`src/sv/mexp_pkg.sv`:
```
// Shared types for the modular exponentiation unit.
// No dependencies; compile before the interfaces and all modules.
package mexp_pkg;

   // Sequencer states, one-hot
   typedef enum logic [5:0] {
      ST_IDLE    = 6'b000001,
      ST_REDUCE  = 6'b000010,
      ST_WAIT    = 6'b000100,
      ST_ACC_MUL = 6'b001000,
      ST_SQ_MUL  = 6'b010000,
      ST_FINISH  = 6'b100000
   } mexp_state_type;

   // Register that receives the remainder of the running reduction
   typedef enum logic [1:0] {
      TGT_BASE = 2'd0,
      TGT_ACC  = 2'd1,
      TGT_SQ   = 2'd2
   } mexp_target_type;

   // Status of the serial remainder unit
   typedef struct packed {
      logic busy;
      logic done;
   } mexp_rem_stat_type;

endpackage

```
`src/sv/mexp_if.sv`:
```
// Valid/ready channel interfaces of the modular exponentiation unit.
// No dependencies; compile after mexp_pkg.
interface mexp_req_if #(parameter int WIDTH = 32);
   logic             valid;
   logic             ready;
   logic [WIDTH-1:0] base_value;
   logic [WIDTH-1:0] exponent;

   modport source (output valid, output base_value, output exponent, input ready);
   modport sink   (input valid, input base_value, input exponent, output ready);
endinterface

interface mexp_rsp_if #(parameter int WIDTH = 32);
   logic             valid;
   logic             ready;
   logic [WIDTH-1:0] power_result;
   logic             modulus_error;

   modport source (output valid, output power_result, output modulus_error, input ready);
   modport sink   (input valid, input power_result, input modulus_error, output ready);
endinterface

interface mexp_csr_if #(parameter int WIDTH = 32);
   logic             valid;
   logic             ready;
   logic [WIDTH-1:0] modulus;

   modport source (output valid, output modulus, input ready);
   modport sink   (input valid, input modulus, output ready);
endinterface

```
`src/sv/mexp_rem.sv`:
```
// Serial remainder unit: 2*WIDTH-bit dividend modulo WIDTH-bit divisor, one bit a cycle.
// Depends on mexp_pkg for the status struct.
module mexp_rem #(
   parameter int WIDTH = 32
) (
   input  logic                       clock,
   input  logic                       reset,
   input  logic                       start,
   input  logic [2*WIDTH-1:0]         dividend,
   input  logic [WIDTH-1:0]           divisor,
   output mexp_pkg::mexp_rem_stat_type stat,
   output logic [WIDTH-1:0]           remainder
);
   import mexp_pkg::*;

   localparam int NUM_W = 2 * WIDTH;
   localparam int CNT_W = $clog2(NUM_W + 1);

   logic             busy_ff, busy_in;
   logic             done_ff, done_in;
   logic [CNT_W-1:0] cnt_ff, cnt_in;
   logic [NUM_W-1:0] num_ff, num_in;
   logic [WIDTH-1:0] div_ff, div_in;
   logic [WIDTH-1:0] rem_ff, rem_in;
   logic [WIDTH:0]   trial;
   logic [WIDTH:0]   div_ext;

   // Bring down the next dividend bit
   assign trial   = {rem_ff, num_ff[NUM_W-1]};
   assign div_ext = {1'b0, div_ff};

   // Load on start, then one restoring step per cycle
   always_comb begin
      busy_in = busy_ff;
      done_in = 1'b0;
      cnt_in  = cnt_ff;
      num_in  = num_ff;
      div_in  = div_ff;
      rem_in  = rem_ff;
      if (start) begin
         busy_in = 1'b1;
         cnt_in  = CNT_W'(NUM_W);
         num_in  = dividend;
         div_in  = divisor;
         rem_in  = '0;
      end else if (busy_ff) begin
         num_in = {num_ff[NUM_W-2:0], 1'b0};
         if (trial >= div_ext) begin
            rem_in = WIDTH'(trial - div_ext);
         end else begin
            rem_in = WIDTH'(trial);
         end
         cnt_in = cnt_ff - CNT_W'(1);
         if (cnt_ff == CNT_W'(1)) begin
            busy_in = 1'b0;
            done_in = 1'b1;
         end
      end
   end

   // Control state
   always_ff @(posedge clock) begin
      if (reset) begin
         busy_ff <= 1'b0;
         done_ff <= 1'b0;
         cnt_ff  <= '0;
      end else begin
         busy_ff <= busy_in;
         done_ff <= done_in;
         cnt_ff  <= cnt_in;
      end
   end

   // Datapath
   always_ff @(posedge clock) begin
      num_ff <= num_in;
      div_ff <= div_in;
      rem_ff <= rem_in;
   end

   assign stat.busy = busy_ff;
   assign stat.done = done_ff;
   assign remainder = rem_ff;

endmodule

```
`src/sv/modular_exponentiation_unit.sv`:
```
// Top level of the modular exponentiation unit: sequencer, shared multiplier, output register.
// Depends on mexp_pkg, the channel interfaces in mexp_if and the remainder unit mexp_rem.
//
// Computes base_value ** exponent mod modulus by right-to-left square-and-multiply, one
// item at a time. Every modular product is one registered WIDTH x WIDTH multiply followed
// by a bit-serial remainder pass over the 2*WIDTH-bit product. An item does one reduction
// of the base, then per exponent bit up to its highest set bit one multiply (only when the
// bit is one) and one square (skipped after the highest set bit). A zero modulus or zero
// exponent goes straight to the finish state without a reduction.
// req.ready is high only while the sequencer is idle; a finished result waits in the
// output register while the next item is taken. The modulus register resets to 1 and
// accepts writes at any time, but should be written only while the unit is idle.
module modular_exponentiation_unit #(
   parameter int WIDTH = 32
) (
   input  logic       clock,
   input  logic       reset,
   mexp_req_if.sink   req,
   mexp_rsp_if.source rsp,
   mexp_csr_if.sink   csr
);
   import mexp_pkg::*;

   localparam int PROD_W = 2 * WIDTH;

   mexp_state_type    state_ff, state_in;
   mexp_target_type   tgt_ff, tgt_in;
   logic [WIDTH-1:0]  modulus_ff, modulus_in;
   logic [WIDTH-1:0]  exp_ff, exp_in;
   logic [WIDTH-1:0]  acc_ff, acc_in;
   logic [WIDTH-1:0]  sq_ff, sq_in;
   logic [PROD_W-1:0] prod_ff, prod_in;
   logic              err_ff, err_in;
   logic              rsp_valid_ff, rsp_valid_in;
   logic [WIDTH-1:0]  out_result_ff, out_result_in;
   logic              out_error_ff, out_error_in;

   logic              req_fire;
   logic              csr_fire;
   logic              out_free;
   logic              rem_start;
   mexp_rem_stat_type rem_stat;
   logic [WIDTH-1:0]  rem_value;
   logic [WIDTH-1:0]  mul_a;
   logic [PROD_W-1:0] mul_prod;

   assign req.ready = (state_ff == ST_IDLE) && !rem_stat.busy;
   assign csr.ready = 1'b1;
   assign req_fire  = req.valid && req.ready;
   assign csr_fire  = csr.valid && csr.ready;
   assign out_free  = !rsp_valid_ff || rsp.ready;
   assign rem_start = (state_ff == ST_REDUCE);

   // Shared multiplier operand: accumulator for a multiply, square otherwise
   assign mul_a    = (state_ff == ST_ACC_MUL) ? acc_ff : sq_ff;
   assign mul_prod = PROD_W'(mul_a) * PROD_W'(sq_ff);

   mexp_rem #(
      .WIDTH (WIDTH)
   ) u_rem (
      .clock     (clock),
      .reset     (reset),
      .start     (rem_start),
      .dividend  (prod_ff),
      .divisor   (modulus_ff),
      .stat      (rem_stat),
      .remainder (rem_value)
   );

   // Sequencer
   always_comb begin
      state_in      = state_ff;
      tgt_in        = tgt_ff;
      modulus_in    = modulus_ff;
      exp_in        = exp_ff;
      acc_in        = acc_ff;
      sq_in         = sq_ff;
      prod_in       = prod_ff;
      err_in        = err_ff;
      rsp_valid_in  = rsp_valid_ff;
      out_result_in = out_result_ff;
      out_error_in  = out_error_ff;

      // Drop the result once taken
      if (rsp_valid_ff && rsp.ready) begin
         rsp_valid_in = 1'b0;
      end

      if (csr_fire) begin
         modulus_in = csr.modulus;
      end

      unique case (state_ff)
         ST_IDLE: begin
            if (req_fire) begin
               exp_in = req.exponent;
               acc_in = WIDTH'(1);
               err_in = 1'b0;
               if (modulus_ff == '0) begin
                  // Zero modulus: flag it, result zero
                  acc_in   = '0;
                  err_in   = 1'b1;
                  state_in = ST_FINISH;
               end else if (req.exponent == '0) begin
                  // Zero exponent: one, not reduced
                  state_in = ST_FINISH;
               end else begin
                  prod_in  = PROD_W'(req.base_value);
                  tgt_in   = TGT_BASE;
                  state_in = ST_REDUCE;
               end
            end
         end
         ST_REDUCE: begin
            state_in = ST_WAIT;
         end
         ST_WAIT: begin
            if (rem_stat.done) begin
               unique case (tgt_ff)
                  TGT_BASE: begin
                     sq_in    = rem_value;
                     state_in = exp_ff[0] ? ST_ACC_MUL : ST_SQ_MUL;
                  end
                  TGT_ACC: begin
                     acc_in = rem_value;
                     if (exp_ff[WIDTH-1:1] == '0) begin
                        state_in = ST_FINISH;
                     end else begin
                        state_in = ST_SQ_MUL;
                     end
                  end
                  TGT_SQ: begin
                     // Advance to the next exponent bit
                     sq_in    = rem_value;
                     exp_in   = {1'b0, exp_ff[WIDTH-1:1]};
                     state_in = exp_ff[1] ? ST_ACC_MUL : ST_SQ_MUL;
                  end
                  default: begin
                     state_in = ST_IDLE;
                  end
               endcase
            end
         end
         ST_ACC_MUL: begin
            prod_in  = mul_prod;
            tgt_in   = TGT_ACC;
            state_in = ST_REDUCE;
         end
         ST_SQ_MUL: begin
            prod_in  = mul_prod;
            tgt_in   = TGT_SQ;
            state_in = ST_REDUCE;
         end
         ST_FINISH: begin
            // Hold until the output register is free
            if (out_free) begin
               rsp_valid_in  = 1'b1;
               out_result_in = acc_ff;
               out_error_in  = err_ff;
               state_in      = ST_IDLE;
            end
         end
         default: begin
            state_in = ST_IDLE;
         end
      endcase
   end

   // Control state and configuration
   always_ff @(posedge clock) begin
      if (reset) begin
         state_ff     <= ST_IDLE;
         rsp_valid_ff <= 1'b0;
         modulus_ff   <= WIDTH'(1);
      end else begin
         state_ff     <= state_in;
         rsp_valid_ff <= rsp_valid_in;
         modulus_ff   <= modulus_in;
      end
   end

   // Datapath
   always_ff @(posedge clock) begin
      tgt_ff        <= tgt_in;
      exp_ff        <= exp_in;
      acc_ff        <= acc_in;
      sq_ff         <= sq_in;
      prod_ff       <= prod_in;
      err_ff        <= err_in;
      out_result_ff <= out_result_in;
      out_error_ff  <= out_error_in;
   end

   assign rsp.valid         = rsp_valid_ff;
   assign rsp.power_result  = out_result_ff;
   assign rsp.modulus_error = out_error_ff;

endmodule

```
`src/flat_wrapper.sv`:
```
// flat-port wrapper written by rule: the top's interface ports become plain ports
module modular_exponentiation_unit_flat import mexp_pkg::*;
#(
   parameter int WIDTH = 32
)
  (clock, reset, req_valid, req_base_value, req_exponent, req_ready, rsp_valid, rsp_power_result, rsp_modulus_error, rsp_ready, csr_valid, csr_modulus, csr_ready);
  mexp_req_if #(.WIDTH(WIDTH)) req_i ();
  mexp_rsp_if #(.WIDTH(WIDTH)) rsp_i ();
  mexp_csr_if #(.WIDTH(WIDTH)) csr_i ();
  input  logic clock;
  input  logic reset;
  input wire logic [$bits(req_i.valid)-1:0] req_valid;
  input wire logic [$bits(req_i.base_value)-1:0] req_base_value;
  input wire logic [$bits(req_i.exponent)-1:0] req_exponent;
  output wire logic [$bits(req_i.ready)-1:0] req_ready;
  output wire logic [$bits(rsp_i.valid)-1:0] rsp_valid;
  output wire logic [$bits(rsp_i.power_result)-1:0] rsp_power_result;
  output wire logic [$bits(rsp_i.modulus_error)-1:0] rsp_modulus_error;
  input wire logic [$bits(rsp_i.ready)-1:0] rsp_ready;
  input wire logic [$bits(csr_i.valid)-1:0] csr_valid;
  input wire logic [$bits(csr_i.modulus)-1:0] csr_modulus;
  output wire logic [$bits(csr_i.ready)-1:0] csr_ready;
  assign req_i.valid = req_valid;
  assign req_i.base_value = req_base_value;
  assign req_i.exponent = req_exponent;
  assign req_ready = req_i.ready;
  assign rsp_valid = rsp_i.valid;
  assign rsp_power_result = rsp_i.power_result;
  assign rsp_modulus_error = rsp_i.modulus_error;
  assign rsp_i.ready = rsp_ready;
  assign csr_i.valid = csr_valid;
  assign csr_i.modulus = csr_modulus;
  assign csr_ready = csr_i.ready;
  modular_exponentiation_unit #(.WIDTH(WIDTH)) u_core (.clock(clock), .reset(reset), .req(req_i), .rsp(rsp_i), .csr(csr_i));
endmodule
```
`config.mk`:
```
export PLATFORM = sky130hd
export DESIGN_NAME = modular_exponentiation_unit_flat
export DESIGN_NICKNAME = d
export VERILOG_FILES = /design/src/sv/mexp_pkg.sv /design/src/sv/mexp_if.sv /design/src/sv/mexp_rem.sv /design/src/sv/modular_exponentiation_unit.sv /design/src/flat_wrapper.sv
export SDC_FILE = /design/constraint.sdc
export NUM_CORES = 2
export LEC_CHECK = 0
export ABC_CLOCK_PERIOD_IN_PS = 12960
export BUFFER_PORTS_ARGS = -buffer_cell sky130_fd_sc_hd__clkbuf_2
export CORE_ASPECT_RATIO = 1.5
export CORE_MARGIN = 2
export CORE_UTILIZATION = 27
export DETAILED_ROUTE_END_ITERATION = 8
export SYNTH_ARGS = -nofsm -noshare
export SYNTH_HDL_FRONTEND = slang
export SYNTH_SLANG_ARGS = --single-unit
```
`constraint.sdc`:
```
create_clock -name clock -period 12.96 [get_ports clock]
set_input_delay 0.648 -clock clock [delete_from_list [all_inputs] [get_ports clock]]
set_output_delay 0.648 -clock clock [all_outputs]
set_load 0.1 [all_outputs]
```
==> impl_metrics.json <==
{
  "first_pass_iters": 6,
  "worstSetupStartpoint": "u_core.state_ff[5]",
  "die_h_um": 530.7,
  "synth-edff-count": 292,
  "vias": 36409,
  "async_flop_share_pct": 0,
  "fp.coreArea_um2": 184000,
  "syn_area_um2": 49940,
  "place.gp.congestion": 0.9193,
  "nNetsFinal": 6511,
  "clock.fmax_mhz": 96.29,
  "cp-end-kind": "register",
  "min_from": "csr_modulus[0]",
  "critPathLaunchType": "register",
  "clock_skew_ns": 0.05703,
  "start_util_pct": 27.14,
  "cts_resized": 0,
  "synth_top_area_cell": "fa_1",
  "worstMarginPinSlew_ns": 1.224,
  "cts_sinks": 372,
  "fin_util_pct": 29.58,
  "cts-hold-fix-buffers": 0,
  "ys_ff_latch": 372,
  "p_per_area_nw_per_um2": 65.53,
  "port_buffers": 135,
  "ys_warn_count": 0,
  "route.antenna.remaining_nets": 0,
  "slew_viol_final": 0,
  "cts_tree": "done",
  "hp-class": "input port to register",
  "synth.yosys.seq_area_share_pct": 20.77,
  "drv_cap": 0,
  "grt_pass1_wl_mm": 237.9,
  "io_pins": 137,
  "rsz0062_at_grt": "no",
  "synthMostInstantiatedCell": "nand2_1",
  "wirelength_mm": 155.3,
  "grt_use_total_pct": 16.62,
  "worstSkewPairLatency_ns": 0.65,
  "synth_top_cell_area_share_pct": 35.96,
  "period_minus_slack_ns": 10.39,
  "fin_setup_tns_ns": 0,
  "timing.rr.start": "u_core.state_ff[5]",
  "cts_setup_buffers": 0,
  "cp.arrival_ns": 10.71,
  "syn_to_final_growth_pct": 8.992,
  "status": "finished clean",
  "finalCritPeriodShare_pct": 80.13,
  "antenna_found_initial": 8,
  "drive_above_1_share_pct": 5.891,
  "slew_headroom_pct": 18.21,
  "peakVddDrop_mv": 0.1564,
  "grt_pass1_vias": 40121,
  "htreeDepth": 2,
  "setup_violations": 0,
  "grt_max_degree": 65,
  "ys_types": 79,
  "post_drt_wl_per_cell_um": 20.20,
  "critPathRequiredTime_ns": 13.28,
  "critical_path_class": "register to register",
  "syn_inst": 5254,
  "num_rows": 193,
  "clk_pin_slew_ns": 0.06,
  "synthTopCellsByArea": "fa_1 (36%), edfxtp_1 (18%), and2_1 (7.7%), ha_1 (7.4%), nand2_1 (7.0%)",
  "syn_area_per_cell_um2": 9.505,
  "drc_errors": 0,
  "drt_iter0_markers": 2195,
  "hold_viol_final": 0,
  "die_x_um": 355.2,
  "synth_common_cells": "nand2_1 (926), inv_1 (904), fa_1 (897)",
  "gr-total-overflow": 0,
  "clockRootBuffer": "clkbuf_16",
  "dpl.hpwl_mm": 119.8,
  "clockBufferDepth": 3,
  "avgViaCountPerCell": 4.736,
  "synth_flop_cell": "edfxtp_1",
  "p_leak_nw": 25.16,
  "dieArea_um2": 188500,
  "worstPathMaxFanout": 36,
  "cts_buffers": 39,
  "finalPower_mw": 3.567,
  "synth_nets": 6549
}
[stage by stage]
stage / hold slack [ns] / area [um^2] / setup slack, ns / cells
2_1_floorplan: 0.4003 / 49940 / 4.587 / 5254
3_3_place_gp: 0.4199 / 53120 / 2.710 / 7612
3_5_place_dp: 0.4297 / 53120 / 2.702 / 7612
4_1_cts: 0.2378 / 54420 / 2.665 / 7682
5_1_grt: 0.2547 / 54420 / 2.225 / 7683
6_report: 0.2711 / 54430 / 2.575 / 7687
[final timing paths]
path,slack [ns],to,cells past startpoint
setup / recovery,2.57,u_core.prod_ff[62],25
hold / removal,0.27,u_core.modulus_ff[0],2
setup reg to reg,2.57,u_core.prod_ff[62],25
hold reg to reg,0.46,u_core.u_rem.div_ff[0],0
[critical path, stage by stage, from the launching register on]
cell and delay, ns:
dfxtp_1 0.34, or4_1 0.55, or3b_2 0.62, inv_2 0.71, nand2_1 0.11, nand2_1 0.85, buf_4 0.29, and2_1 0.33
fa_1 0.48, inv_1 0.09, fa_1 0.44, fa_1 0.54, fa_1 0.46, fa_1 0.45, fa_1 0.47, inv_1 0.32
ha_1 0.31, ha_1 0.28, ha_1 0.48, nand2_1 0.24, o21ai_0 0.56, a21oi_1 0.30, o41ai_1 0.44, a311oi_1 0.23
nand3_1 0.13, a21oi_1 0.07
[where the power goes]
part | switching [mW] | internal [mW] | total [mW]
Combinational | 0.503 | 0.332 | 0.835
Sequential | 0.129 | 1.43 | 1.56
Clock | 0.521 | 0.653 | 1.17
[cells in the final DEF (no fill, tap or decap), types with 10 or more instances in the layout]
| master | instances |
|---|---|
| nand3_1 | 32 |
| buf_4 | 77 |
| a21o_1 | 52 |
| xor2_1 | 33 |
| edfxtp_1 | 292 |
| a31oi_1 | 19 |
| nor2b_1 | 14 |
| a211oi_1 | 14 |
| o21bai_1 | 22 |
| and2_1 | 615 |
| mux2i_1 | 52 |
| o21a_1 | 36 |
| nand2_1 | 922 |
| nand4_1 | 32 |
| o21ai_1 | 11 |
| a21oi_1 | 148 |
| clkinv_2 | 10 |
| clkbuf_16 | 42 |
| and3_1 | 10 |
| inv_1 | 902 |
| nor3_1 | 32 |
| nor4_1 | 32 |
| clkbuf_2 | 135 |
| dfxtp_1 | 80 |
| nor2_1 | 147 |
| o21ai_0 | 91 |
| fa_1 | 897 |
| o211ai_1 | 10 |
| ha_1 | 297 |
| xnor2_1 | 47 |
[layout make-up]
type | count | area [um^2]
Antenna cell | 5 | 12.51
Clock buffer | 53 | 1162
Clock inverter | 17 | 137.6
Fill cell | 19385 | 129600
Inverter | 905 | 3400
Multi-Input combinational cell | 3686 | 35040
Sequential cell | 372 | 10370
Tap cell | 2437 | 3049
Timing Repair Buffer | 212 | 1254
[logic make-up (layout without fill, tap and decap cells)]
| family | count (synthesis) | after routing | synth area share (%) |
|---|---|---|---|
| other cells | 1 | 6 | 0.007509 |
| mux | 53 | 53 | 1.065 |
| compound gates | 471 | 471 | 5.993 |
| fa+ha+maj | 1194 | 1194 | 43.40 |
| flops | 372 | 372 | 20.77 |
| simple gates | 1887 | 1887 | 18.19 |
| xor+xnor | 80 | 80 | 1.403 |
| buf+inv | 1196 | 1187 | 9.177 |
[state kept, by name, indices dropped and copies added, names as in the netlist, 7 cells and up]
| name | count |
|---|---|
| u_core.exp_ff | 32 |
| u_core.rsp.power_result | 32 |
| u_core.modulus_ff | 32 |
| u_core.u_rem.div_ff | 32 |
| u_core.u_rem.num_ff | 64 |
| u_core.prod_ff | 64 |
| u_core.u_rem.remainder | 32 |
| u_core.acc_ff | 32 |
| u_core.u_rem.cnt_ff | 7 |
| u_core.sq_ff | 32 |
[layer usage]
layer  vias to the layer above  GRT usage [%]  routed length, um
met5                         -              0                 39
met4                         4          12.42              13470
met3                       488          1.940               6712
met2                      1100          31.18              82330
met1                     18740          16.76              52730
li1                      16077              -                  -
(Power assumes the default switching activity.)
